`src/hw/rtl/bsq_pkg.sv`:
```
// ----------------------------------------------------------------------------
// bsq_pkg
// shared types and constants of the component bitset query block
// ----------------------------------------------------------------------------
package bsq_pkg;

    localparam int NUM_ENTITIES    = 64;
    localparam int COMPONENT_COUNT = 32;

    localparam int ENT_W      = 6;
    localparam int COMP_W     = 5;
    localparam int CNT_W      = 7;
    localparam int MASK_W     = 64;
    localparam int COMP_DEPTH = 2 ** COMP_W;
    localparam int COMP_CHK_W = 9;

    // entities that can ever be members
    localparam logic [MASK_W-1:0] ENTITY_MASK =
        (NUM_ENTITIES >= MASK_W) ? {MASK_W{1'b1}}
                                 : ((MASK_W'(1) << NUM_ENTITIES) - MASK_W'(1));

    localparam logic [1:0] CMD_ADD  = 2'd0;
    localparam logic [1:0] CMD_TEST = 2'd1;
    localparam logic [1:0] CMD_TERM = 2'd2;

    typedef struct packed {
        logic [1:0]        cmd;
        logic [ENT_W-1:0]  entity;
        logic [COMP_W-1:0] component;
        logic              last_term;
    } in_item_t;

    typedef struct packed {
        logic              is_member;
        logic              found;
        logic [ENT_W-1:0]  matched_entity;
        logic [CNT_W-1:0]  match_count;
        logic              last;
    } out_item_t;

    typedef enum logic [2:0] {
        ST_IDLE,
        ST_EXEC,
        ST_COUNT,
        ST_EMIT
    } state_t;

    typedef struct packed {
        logic load;
        logic restart;
        logic step;
        logic count_en;
    } scan_cmd_t;

    typedef struct packed {
        logic             bit0;
        logic             rest_zero;
        logic             done;
        logic [ENT_W-1:0] index;
        logic [CNT_W-1:0] count;
    } scan_stat_t;

endpackage

```
`src/hw/rtl/bsq_store.sv`:
```
// ----------------------------------------------------------------------------
// bsq_store
// membership mask memory, one row per component, registered read
// ----------------------------------------------------------------------------
module bsq_store (
    input  logic                               aclk,
    input  logic                               aresetn,
    input  logic                               rd_en,
    input  logic [bsq_pkg::COMP_W-1:0]         rd_addr,
    output logic [bsq_pkg::MASK_W-1:0]         rd_data,
    input  logic                               wr_en,
    input  logic [bsq_pkg::COMP_W-1:0]         wr_addr,
    input  logic [bsq_pkg::MASK_W-1:0]         wr_data
);

    logic [bsq_pkg::MASK_W-1:0]     mem_reg [bsq_pkg::COMP_DEPTH];
    logic [bsq_pkg::COMP_DEPTH-1:0] vld_reg;
    logic [bsq_pkg::MASK_W-1:0]     rd_data_reg;
    logic                           rd_vld_reg;

    always_ff @(posedge aclk) begin
        if (wr_en) begin
            mem_reg[wr_addr] <= wr_data;
        end
        if (rd_en) begin
            rd_data_reg <= mem_reg[rd_addr];
        end
    end

    // rows never written read as zero
    always_ff @(posedge aclk) begin
        if (!aresetn) begin
            vld_reg    <= '0;
            rd_vld_reg <= 1'b0;
        end else begin
            if (wr_en) begin
                vld_reg[wr_addr] <= 1'b1;
            end
            if (rd_en) begin
                rd_vld_reg <= vld_reg[rd_addr];
            end
        end
    end

    assign rd_data = rd_vld_reg ? rd_data_reg : '0;

endmodule

```
`src/hw/rtl/bsq_scan.sv`:
```
// ----------------------------------------------------------------------------
// bsq_scan
// shift-right bit scanner: counts set bits, then walks them in ascending order
// ----------------------------------------------------------------------------
module bsq_scan (
    input  logic                         aclk,
    input  bsq_pkg::scan_cmd_t           cmd,
    input  logic [bsq_pkg::MASK_W-1:0]   load_vec,
    output bsq_pkg::scan_stat_t          stat
);

    logic [bsq_pkg::MASK_W-1:0] vec_reg, vec_next;
    logic [bsq_pkg::MASK_W-1:0] orig_reg, orig_next;
    logic [bsq_pkg::ENT_W-1:0]  idx_reg, idx_next;
    logic [bsq_pkg::CNT_W-1:0]  cnt_reg, cnt_next;

    always_ff @(posedge aclk) begin
        vec_reg  <= vec_next;
        orig_reg <= orig_next;
        idx_reg  <= idx_next;
        cnt_reg  <= cnt_next;
    end

    always_comb begin
        vec_next  = vec_reg;
        orig_next = orig_reg;
        idx_next  = idx_reg;
        cnt_next  = cnt_reg;
        if (cmd.load) begin
            vec_next  = load_vec;
            orig_next = load_vec;
            idx_next  = '0;
            cnt_next  = '0;
        end else if (cmd.restart) begin
            vec_next = orig_reg;
            idx_next = '0;
        end else if (cmd.step) begin
            vec_next = {1'b0, vec_reg[bsq_pkg::MASK_W-1:1]};
            idx_next = idx_reg + 1'b1;
            if (cmd.count_en) begin
                cnt_next = cnt_reg + bsq_pkg::CNT_W'(vec_reg[0]);
            end
        end
    end

    assign stat.bit0      = vec_reg[0];
    assign stat.rest_zero = (vec_reg[bsq_pkg::MASK_W-1:1] == '0);
    assign stat.done      = (vec_reg == '0);
    assign stat.index     = idx_reg;
    assign stat.count     = cnt_reg;

endmodule

```
`src/hw/rtl/component_bitset_query_core.sv`:
```
// ----------------------------------------------------------------------------
// component_bitset_query_core
// component membership store with bitset intersection query
// ----------------------------------------------------------------------------
// One item is taken at a time. Add, test and non-final query term items read
// memory when taken, then update or answer (a test waits for a free output
// register). A final query term runs a single bit scanner over the intersection
// twice, one bit per cycle unless the emit pass waits for the output register:
// a count pass that ends past the highest set bit and an emit pass ending on it;
// an empty match emits one marker item. Results sit in an output register, so
// the next item can be taken while the last result of the previous one still
// waits. The mask memory needs no clearing pass after reset.
module component_bitset_query_core (
    input  logic               aclk,
    input  logic               aresetn,
    input  logic               s_valid,
    output logic               s_ready,
    input  bsq_pkg::in_item_t  s_item,
    output logic               m_valid,
    input  logic               m_ready,
    output bsq_pkg::out_item_t m_item
);

    bsq_pkg::state_t   state_reg, state_next;
    bsq_pkg::in_item_t item_reg, item_next;
    logic [bsq_pkg::MASK_W-1:0] acc_reg, acc_next;
    logic               out_valid_reg, out_valid_next;
    bsq_pkg::out_item_t out_item_reg, out_item_next;

    logic                          rd_en;
    logic [bsq_pkg::MASK_W-1:0]    rd_data;
    logic                          wr_en;
    logic [bsq_pkg::MASK_W-1:0]    wr_data;
    bsq_pkg::scan_cmd_t            scan_cmd;
    bsq_pkg::scan_stat_t           scan_stat;
    logic [bsq_pkg::MASK_W-1:0]    scan_load;

    logic                          accept;
    logic                          out_free;
    logic                          ent_ok;
    logic                          comp_ok;
    logic [bsq_pkg::MASK_W-1:0]    mask;
    logic [bsq_pkg::MASK_W-1:0]    term_acc;

    bsq_store u_store (
        .aclk    (aclk),
        .aresetn (aresetn),
        .rd_en   (rd_en),
        .rd_addr (s_item.component),
        .rd_data (rd_data),
        .wr_en   (wr_en),
        .wr_addr (item_reg.component),
        .wr_data (wr_data)
    );

    bsq_scan u_scan (
        .aclk     (aclk),
        .cmd      (scan_cmd),
        .load_vec (scan_load),
        .stat     (scan_stat)
    );

    always_ff @(posedge aclk) begin
        if (!aresetn) begin
            state_reg     <= bsq_pkg::ST_IDLE;
            acc_reg       <= '1;
            out_valid_reg <= 1'b0;
        end else begin
            state_reg     <= state_next;
            acc_reg       <= acc_next;
            out_valid_reg <= out_valid_next;
        end
    end

    always_ff @(posedge aclk) begin
        item_reg     <= item_next;
        out_item_reg <= out_item_next;
    end

    assign s_ready  = (state_reg == bsq_pkg::ST_IDLE);
    assign accept   = s_valid && s_ready;
    assign rd_en    = accept;
    assign out_free = !out_valid_reg || m_ready;
    assign m_valid  = out_valid_reg;
    assign m_item   = out_item_reg;

    assign ent_ok  = ({1'b0, item_reg.entity} < bsq_pkg::CNT_W'(bsq_pkg::NUM_ENTITIES));
    assign comp_ok = ({{(bsq_pkg::COMP_CHK_W - bsq_pkg::COMP_W){1'b0}}, item_reg.component}
                      < bsq_pkg::COMP_CHK_W'(bsq_pkg::COMPONENT_COUNT));
    assign mask     = comp_ok ? rd_data : '0;
    assign term_acc = acc_reg & mask;
    assign wr_data  = mask | (bsq_pkg::MASK_W'(1) << item_reg.entity);
    assign scan_load = term_acc & bsq_pkg::ENTITY_MASK;

    always_comb begin
        state_next     = state_reg;
        item_next      = item_reg;
        acc_next       = acc_reg;
        out_item_next  = out_item_reg;
        out_valid_next = m_ready ? 1'b0 : out_valid_reg;
        wr_en          = 1'b0;
        scan_cmd       = '0;

        unique case (state_reg)
            bsq_pkg::ST_IDLE: begin
                if (accept) begin
                    item_next  = s_item;
                    state_next = bsq_pkg::ST_EXEC;
                end
            end
            bsq_pkg::ST_EXEC: begin
                case (item_reg.cmd)
                    bsq_pkg::CMD_ADD: begin
                        wr_en      = ent_ok && comp_ok;
                        state_next = bsq_pkg::ST_IDLE;
                    end
                    bsq_pkg::CMD_TEST: begin
                        // read data holds while the output register is busy
                        if (out_free) begin
                            out_valid_next               = 1'b1;
                            out_item_next                = '0;
                            out_item_next.is_member      = ent_ok && mask[item_reg.entity];
                            out_item_next.last           = 1'b1;
                            state_next                   = bsq_pkg::ST_IDLE;
                        end
                    end
                    bsq_pkg::CMD_TERM: begin
                        if (item_reg.last_term) begin
                            scan_cmd.load = 1'b1;
                            acc_next      = '1;
                            state_next    = bsq_pkg::ST_COUNT;
                        end else begin
                            acc_next   = term_acc;
                            state_next = bsq_pkg::ST_IDLE;
                        end
                    end
                    default: begin
                        state_next = bsq_pkg::ST_IDLE;
                    end
                endcase
            end
            bsq_pkg::ST_COUNT: begin
                if (scan_stat.done) begin
                    scan_cmd.restart = 1'b1;
                    state_next       = bsq_pkg::ST_EMIT;
                end else begin
                    scan_cmd.step     = 1'b1;
                    scan_cmd.count_en = 1'b1;
                end
            end
            bsq_pkg::ST_EMIT: begin
                if (scan_stat.count == '0) begin
                    // empty match: one marker item
                    if (out_free) begin
                        out_valid_next     = 1'b1;
                        out_item_next      = '0;
                        out_item_next.last = 1'b1;
                        state_next         = bsq_pkg::ST_IDLE;
                    end
                end else if (!scan_stat.bit0) begin
                    scan_cmd.step = 1'b1;
                end else if (out_free) begin
                    scan_cmd.step                = 1'b1;
                    out_valid_next               = 1'b1;
                    out_item_next.is_member      = 1'b0;
                    out_item_next.found          = 1'b1;
                    out_item_next.matched_entity = scan_stat.index;
                    out_item_next.match_count    = scan_stat.count;
                    out_item_next.last           = scan_stat.rest_zero;
                    if (scan_stat.rest_zero) begin
                        state_next = bsq_pkg::ST_IDLE;
                    end
                end
            end
            default: begin
                state_next = bsq_pkg::ST_IDLE;
            end
        endcase
    end

endmodule

```
`config.mk`:
```
export PLATFORM = sky130hd
export DESIGN_NAME = component_bitset_query_core
export DESIGN_NICKNAME = d
export VERILOG_FILES = /design/src/hw/rtl/bsq_pkg.sv /design/src/hw/rtl/bsq_store.sv /design/src/hw/rtl/bsq_scan.sv /design/src/hw/rtl/component_bitset_query_core.sv
export SDC_FILE = /design/constraint.sdc
export NUM_CORES = 2
export LEC_CHECK = 0
export BUFFER_PORTS_ARGS = -buffer_cell sky130_fd_sc_hd__buf_2
export CAP_MARGIN = 20
export CORE_MARGIN = 2
export CORE_UTILIZATION = 60
export DETAILED_ROUTE_END_ITERATION = 10
export GPL_ROUTABILITY_DRIVEN = 0
export GPL_TIMING_DRIVEN = 0
export HOLD_SLACK_MARGIN = 0.06
export PLACE_DENSITY_LB_ADDON = 0.12
export SLEW_MARGIN = 20
export SYNTH_ARGS = -nofsm -noshare
export SYNTH_HDL_FRONTEND = slang
export SYNTH_SLANG_ARGS = --single-unit
```
`constraint.sdc`:
```
create_clock -name aclk -period 11.75 [get_ports aclk]
set_clock_uncertainty 0.15 [all_clocks]
set_input_delay 0.5875 -clock aclk [delete_from_list [all_inputs] [get_ports aclk]]
set_output_delay 0.5875 -clock aclk [all_outputs]
set_load 0.1 [all_outputs]
```
# Yosys cells after proc, flatten, opt, wreduce, memory -nomap -nowiden
# Memories as Yosys holds them, arrays and structs flattened. A register that Yosys moved wholly into a read port is not among the register bits.
# Index checks and enable logic that the tools add are counted.
[totals]
reg_bits = 272
ram_bits = 2048
input_bits = 18
word_cells = 110
n_memories = 1
[op_classes]
addsub = 2
order_cmp = 4
eq_ne = 14
shift = 1
muxes = 49
bitwise = 4
reduce_logical = 17
[mem_list]
columns = ["memory", "depth", "width", "rd", "rd_clocked_by_memory_dff", "wr", "line", "source"]
rows = [
  ["u_store.mem_reg", 32, 64, 1, 1, 1, "bsq_store.sv:16", "logic [bsq_pkg::MASK_W-1:0] mem_reg [bsq_pkg::COMP_DEPTH];"],
]
[op_table]
columns = ["op", "count"]
rows = [
  ["64-bit two-way mux", 5],
  ["16-bit two-way mux", 6],
  ["64-bit bitwise AND", 1],
  ["64-bit logical NOT", 1],
  ["64-bit OR", 1],
  ["1-bit by 6-bit << shifter with 64-bit output (first input constant)", 1],
  ["63-bit logical NOT", 1],
  ["32-bit OR", 1],
  ["16-bit one-hot mux with 2 select lines", 1],
  ["1-bit two-way mux", 21],
  ["3-bit two-way mux", 7],
  ["5-bit by 6-bit less-than comparator with 1-bit output (second input constant)", 2],
  ["3-bit inequality test (second input constant)", 4],
  ["3-bit one-hot mux with 4 select lines", 1],
  ["7-bit by 1-bit adder with 7-bit output", 1],
  ["7-bit logical NOT", 1],
  ["6-bit by 7-bit less-than comparator with 1-bit output (second input constant)", 1],
  ["6-bit by 1-bit adder with 6-bit output (second input constant)", 1],
  ["1-bit binary-select mux with 6-bit select", 1],
  ["3-bit by 2-bit == test with 1-bit output (second input constant)", 2],
  ["3-bit one-hot mux with 2 select lines", 1],
  ["6-bit AND reduction", 1],
  ["1-bit binary-select mux with 5-bit select", 1],
  ["1-bit demux with 5-bit select", 1],
  ["other kinds (21)", 27],
]

# Depth between registers and ports, before layout
[logic_depth]
ltp_word = 9
mapped_depth = 9
depth_no_buf = 8

# By module
# A second synthesis with hierarchy kept.
[unflattened]
hier_cells = 4243
area_unflattened_um2 = 92112.1
[by_module_without_submodules]
columns = ["mod", "instances", "cells_per_inst", "area_each_um2"]
rows = [
  ["bsq_store", 1, 3280, 81276.7],
  ["bsq_scan", 1, 428, 5904.4],
  ["component_bitset_query_core", 1, 535, 4931.0],
]

# Least setup slack after synthesis
# Ideal clock, no wire load.
[synth_timing]
kind = "reg2reg"
from = "register state_reg[0]"
to = "register u_store.rd_vld_reg"
arrival_ns = 5.011
t_required_ns = 11.507
path_slack_ns = 6.497
path_stages_with_launch = 6
n_path_buf = 1
period_less_slack_ns = 5.253
path_cell_list = "dfxtp_1 clkbuf_1 nor3_1 and2_1 o21ai_0 a21oi_1"
[synth_via]
elab_chain_len = 2
[synth_rtl]
columns = ["element", "line", "source"]
rows = [
  ["start, declared", "component_bitset_query_core.sv:24", "bsq_pkg::state_t state_reg, state_next;"],
  ["start signal, assigned", "component_bitset_query_core.sv:65", "state_reg <= bsq_pkg::ST_IDLE;"],
  ["start signal, assigned", "component_bitset_query_core.sv:69", "state_reg <= state_next;"],
  ["3-bit logical NOT", "component_bitset_query_core.sv:80", "assign s_ready = (state_reg == bsq_pkg::ST_IDLE);"],
  ["named net s_ready", "component_bitset_query_core.sv:17", "output logic s_ready,"],
  ["1-bit logical AND", "component_bitset_query_core.sv:81", "assign accept = s_valid && s_ready;"],
  ["named net accept", "component_bitset_query_core.sv:38", "logic accept;"],
  ["end signal, assigned", "bsq_store.sv:40", "rd_vld_reg <= vld_reg[rd_addr];"],
  ["end, declared", "bsq_store.sv:19", "logic rd_vld_reg;"],
]
# The timed path passes the listed nets, and every way through them passes these cells.
# A chain may end at the register's enable or synchronous reset.

# Worst setup path after layout
[layout_timing]
from = "register item_reg[7] in the netlist's numbering"
to = "memory u_store.mem_reg[31][38] in the netlist's numbering (data pin)"
[layout_via]
elab_chain_len = 2
[layout_rtl]
columns = ["element", "line", "source"]
rows = [
  ["start, declared", "component_bitset_query_core.sv:25", "bsq_pkg::in_item_t item_reg, item_next;"],
  ["start signal, assigned", "component_bitset_query_core.sv:76", "item_reg <= item_next;"],
  ["1-bit by 6-bit << shifter with 64-bit output", "component_bitset_query_core.sv:92", "assign wr_data = mask | (bsq_pkg::MASK_W'(1) << item_reg.entity);"],
  ["64-bit OR", "component_bitset_query_core.sv:92", ""],
  ["named net u_store.wr_data, one bit", "bsq_store.sv:13", "input logic [bsq_pkg::MASK_W-1:0] wr_data"],
  ["end, declared", "bsq_store.sv:16", ""],
]
# The timed path passes the listed nets, and every way through them passes these cells.

==> metrics <==
status=complete, no violations; vias=47270; syn nets=4238; Worst path slowest cell=o21ai_4; Power Internal=13570 uW; layout cells sized above 1=0.3013; Reg-to-Reg Start=item_reg[7]; Max Cap Viol=0; pin count of the biggest net entering global routing=42; antenna violations before repair=6; CTS sink cnt=2384; setup bufs post-CTS=0; Syn-to-layout area delta=16.00%; Critical Path Start Type=flip-flop; die area=156000 um^2; Clock Root Buffer=clkbuf_16; Fmax=0.2429 GHz; max-slew violation count=0; CORE AREA=151900 um^2; cells along the critical path=buf_2 > buf_2 > buf_1 > nand4b_1 > o21ai_4; Die Ht=395.0 um; CP peak stage delay=920 ps; synth warn=0; clock power share=0.409; synthesized cell area=91740 um^2; vias per cell=6.829; Worst setup EP type=flip-flop; CTS buffer count=228; FF/Latch Area=70450 um^2; post-synthesis register bit count=2384; Die Width=395.0 um; Port Buffers=34; Levels on crit path=5; Worst-Skew Late Latency=850 ps; Mean Syn Cell Area=21.77 um^2; CTS Hold Bufs=15; Critical Path End=u_store.mem_reg[31][38]; multi-input logic area=20530 um^2; Layout Nets=4724; grt ovf=0; flop2flop setup slack=7630 ps; Initial Utilization=0.6039; clock-pin transition on the worst setup and hold timing paths=60 ps; Initial DRC Count=6330; CTS resizes=0; CTS H-tree lvls=4; Hold Violations, Final=0; Final min period=4117 ps; HP Class=in -> reg; RSZ-0062 raised after global routing=no; EDFF count, synth=2270; Final Non-Filler Cells=6921; Reg power frac=0.544; power per cell area=161.1 nW/um^2; maximum vdd ir drop=0.1315 mV; Final Instance Area=106400 um^2; first-pass GRT wire length=344400 um; required time worst endpoint=12090 ps; register area share after synthesis=0.7679; drt first pass iters=8; Leak=0.03462 uW; io pins=36; dpl cells=6484; Place WS=7388 ps; placed instance area=99170 um^2; Antenna Violating Nets Remaining=0; combinational power share=0.047; Slew @ Worst Pin=1209 ps; vias in the first global route=47060; Largest register FFs=2048; CP bufs+invs=3; Crit Path Max Fanout=32; asr flop ratio synth=0; Site Rows=143; Reg2Reg Depth=5; number of remaining DRC errors=0; Post-Synthesis Cells=4214; Critical path origin=item_reg[7]; Setup CP Type=reg -> reg; Fin Setup TNS=0 ps; CTS tree=done; Main synth FF type=edfxtp_1; DRT Wirelength=243900 um; Layout fillers=8959; setup violators final=0; slew margin rel.=0.1942; HPWL after detailed placement=161900 um; Crit path arrival time=4460 ps; reg2reg end=u_store.mem_reg[31][38]; switching power=3574 uW; total power draw=17140 uW; Overall Global Routing Usage=0.3166; DR WL/cell=35.24 um; CP top delay family=buffers and inverters; Yosys cell types=52; sw frac=0.2085; clk buf depth=3; Final period util=0.3504; final worst slack=7633 ps; Crit path top cell by count=buf_2
layout by cell type (no fill, tap or decap), types with 14 or more instances in the layout:
| cell | instances |
|---|---|
| clkinv_1 | 49 |
| dfxtp_1 | 114 |
| o21ai_0 | 135 |
| nor4_1 | 17 |
| buf_16 | 58 |
| dlygate4sd3_1 | 15 |
| clkbuf_1 | 206 |
| clkbuf_2 | 23 |
| mux2_2 | 68 |
| and2_1 | 14 |
| a41oi_1 | 63 |
| inv_1 | 69 |
| buf_12 | 93 |
| clkbuf_16 | 234 |
| o21a_1 | 32 |
| buf_1 | 18 |
| nor2_4 | 32 |
| a21oi_1 | 74 |
| clkinv_2 | 29 |
| mux4_2 | 666 |
| edfxtp_1 | 2270 |
| o21ai_2 | 53 |
| nor2_1 | 76 |
| nand2_1 | 162 |
| mux2i_1 | 14 |
| buf_6 | 49 |
| buf_2 | 82 |
| buf_4 | 20 |
cells in the mapped netlist (2+ instances only):
library cell     n  area, um^2
edfxtp_1      2270       68170
mux4_2         666       15000
o21ai_0        199       996.0
nand2_1        163       611.8
clkbuf_1       157       589.3
dfxtp_1        114        2282
nor2_1         109       409.1
a21oi_1         74       370.4
inv_1           69       259.0
mux2_2          68       765.7
a41oi_1         63       551.8
buf_2           41       205.2
o21a_1          32       240.2
buf_1           25       93.84
buf_4           20       150.1
nor4_1          17       106.4
and2_1          15       93.84
mux2i_1         14       140.1
nand3_1         11       55.05
nand4_1         10       62.56
nand2b_1         9       56.30
nor2b_1          8       50.05
ha_1             6       75.07
nor3_1           6       30.03
a31oi_1          4       25.02
or2_2            4       25.02
a211oi_1         3       22.52
and3_1           3       18.77
buf_6            3       33.78
nor3b_1          3       22.52
o211ai_1         3       22.52
a221oi_1         2       17.52
and3b_1          2       17.52
nand3b_1         2       15.01
xor2_1           2       17.52
routing by layer:
layer / vias to the layer above / global-route usage / share of wire / wire [um]
met2: 3041 / 0.5004 / 0.48 / 117700
met4: 2 / 0.1262 / 0.046 / 11270
li1: 18650 / - / - / -
met5: - / 0 / 0.000053 / 13
met3: 561 / 0.06179 / 0.10 / 24870
met1: 25010 / 0.4439 / 0.37 / 90090
kinds of logic (layout without fill, tap and decap cells):
| group | count (synthesis) | after routing | synth area share |
|---|---|---|---|
| flip-flops | 2384 | 2384 | 0.7679 |
| multiplexers | 748 | 748 | 0.1734 |
| AO/OA/AOI/OAI | 391 | 391 | 0.02549 |
| AND/OR/NAND/NOR | 366 | 366 | 0.01758 |
| buffers and inverters | 316 | 991 | 0.01455 |
| adder cells (fa/ha/maj) | 6 | 6 | 0.0008183 |
| XOR/XNOR | 2 | 2 | 0.0001910 |
| other | 1 | 3 | 0.00004088 |
power by group through the flow:
stage	combinational (uW)	sequential, uW	clock [uW]
2_1_floorplan	478	9510	0
3_3_place_gp	728	9530	0
3_5_place_dp	789	9510	0
4_1_cts	798	9330	7080
5_1_grt	835	9330	7400
6_report	801	9330	7010
tightest hold or removal path: cells and delay by family:
| family | cells | cell delay (ps) |
|---|---|---|
| buf+inv | 1 | 190 |
| simple gates | 1 | 180 |
| compound gates | 1 | 110 |
through the flow:
stage | hold slack [ps] | utilization
final | 142.5 | 0.7005
after global routing | 104.1 | 0.7005
after CTS | 76.81 | 0.7004
after detailed placement | 299.9 | 0.6529
after global placement | 290.9 | 0.6217
after floorplan | 285.4 | -
area by class of cell:
class                   instances  area share
diodes                          2  0.00004703
inverters                      70    0.002469
plain buffers                 246     0.01046
flip-flops and latches       2384      0.6620
well taps                    2030     0.02387
repair buffers                256     0.04179
multi-input cells            1514      0.1929
clock inverters               103    0.007666
clock buffers                 316     0.05877
how the worst min path moves through the flow:
stage / cells after the start / to / slack (ps) / from
after floorplan: 1 / u_store.vld_reg[10] / 290 / u_store.vld_reg[10]
after global placement: 1 / u_store.vld_reg[22] / 290 / u_store.vld_reg[22]
after detailed placement: 1 / u_store.vld_reg[7] / 300 / u_store.vld_reg[7]
after CTS: 3 / m_valid / 80 / m_ready
after global routing: 3 / m_valid / 100 / m_ready
final: 3 / m_valid / 140 / m_ready
Power figures use the tool's default switching activity.
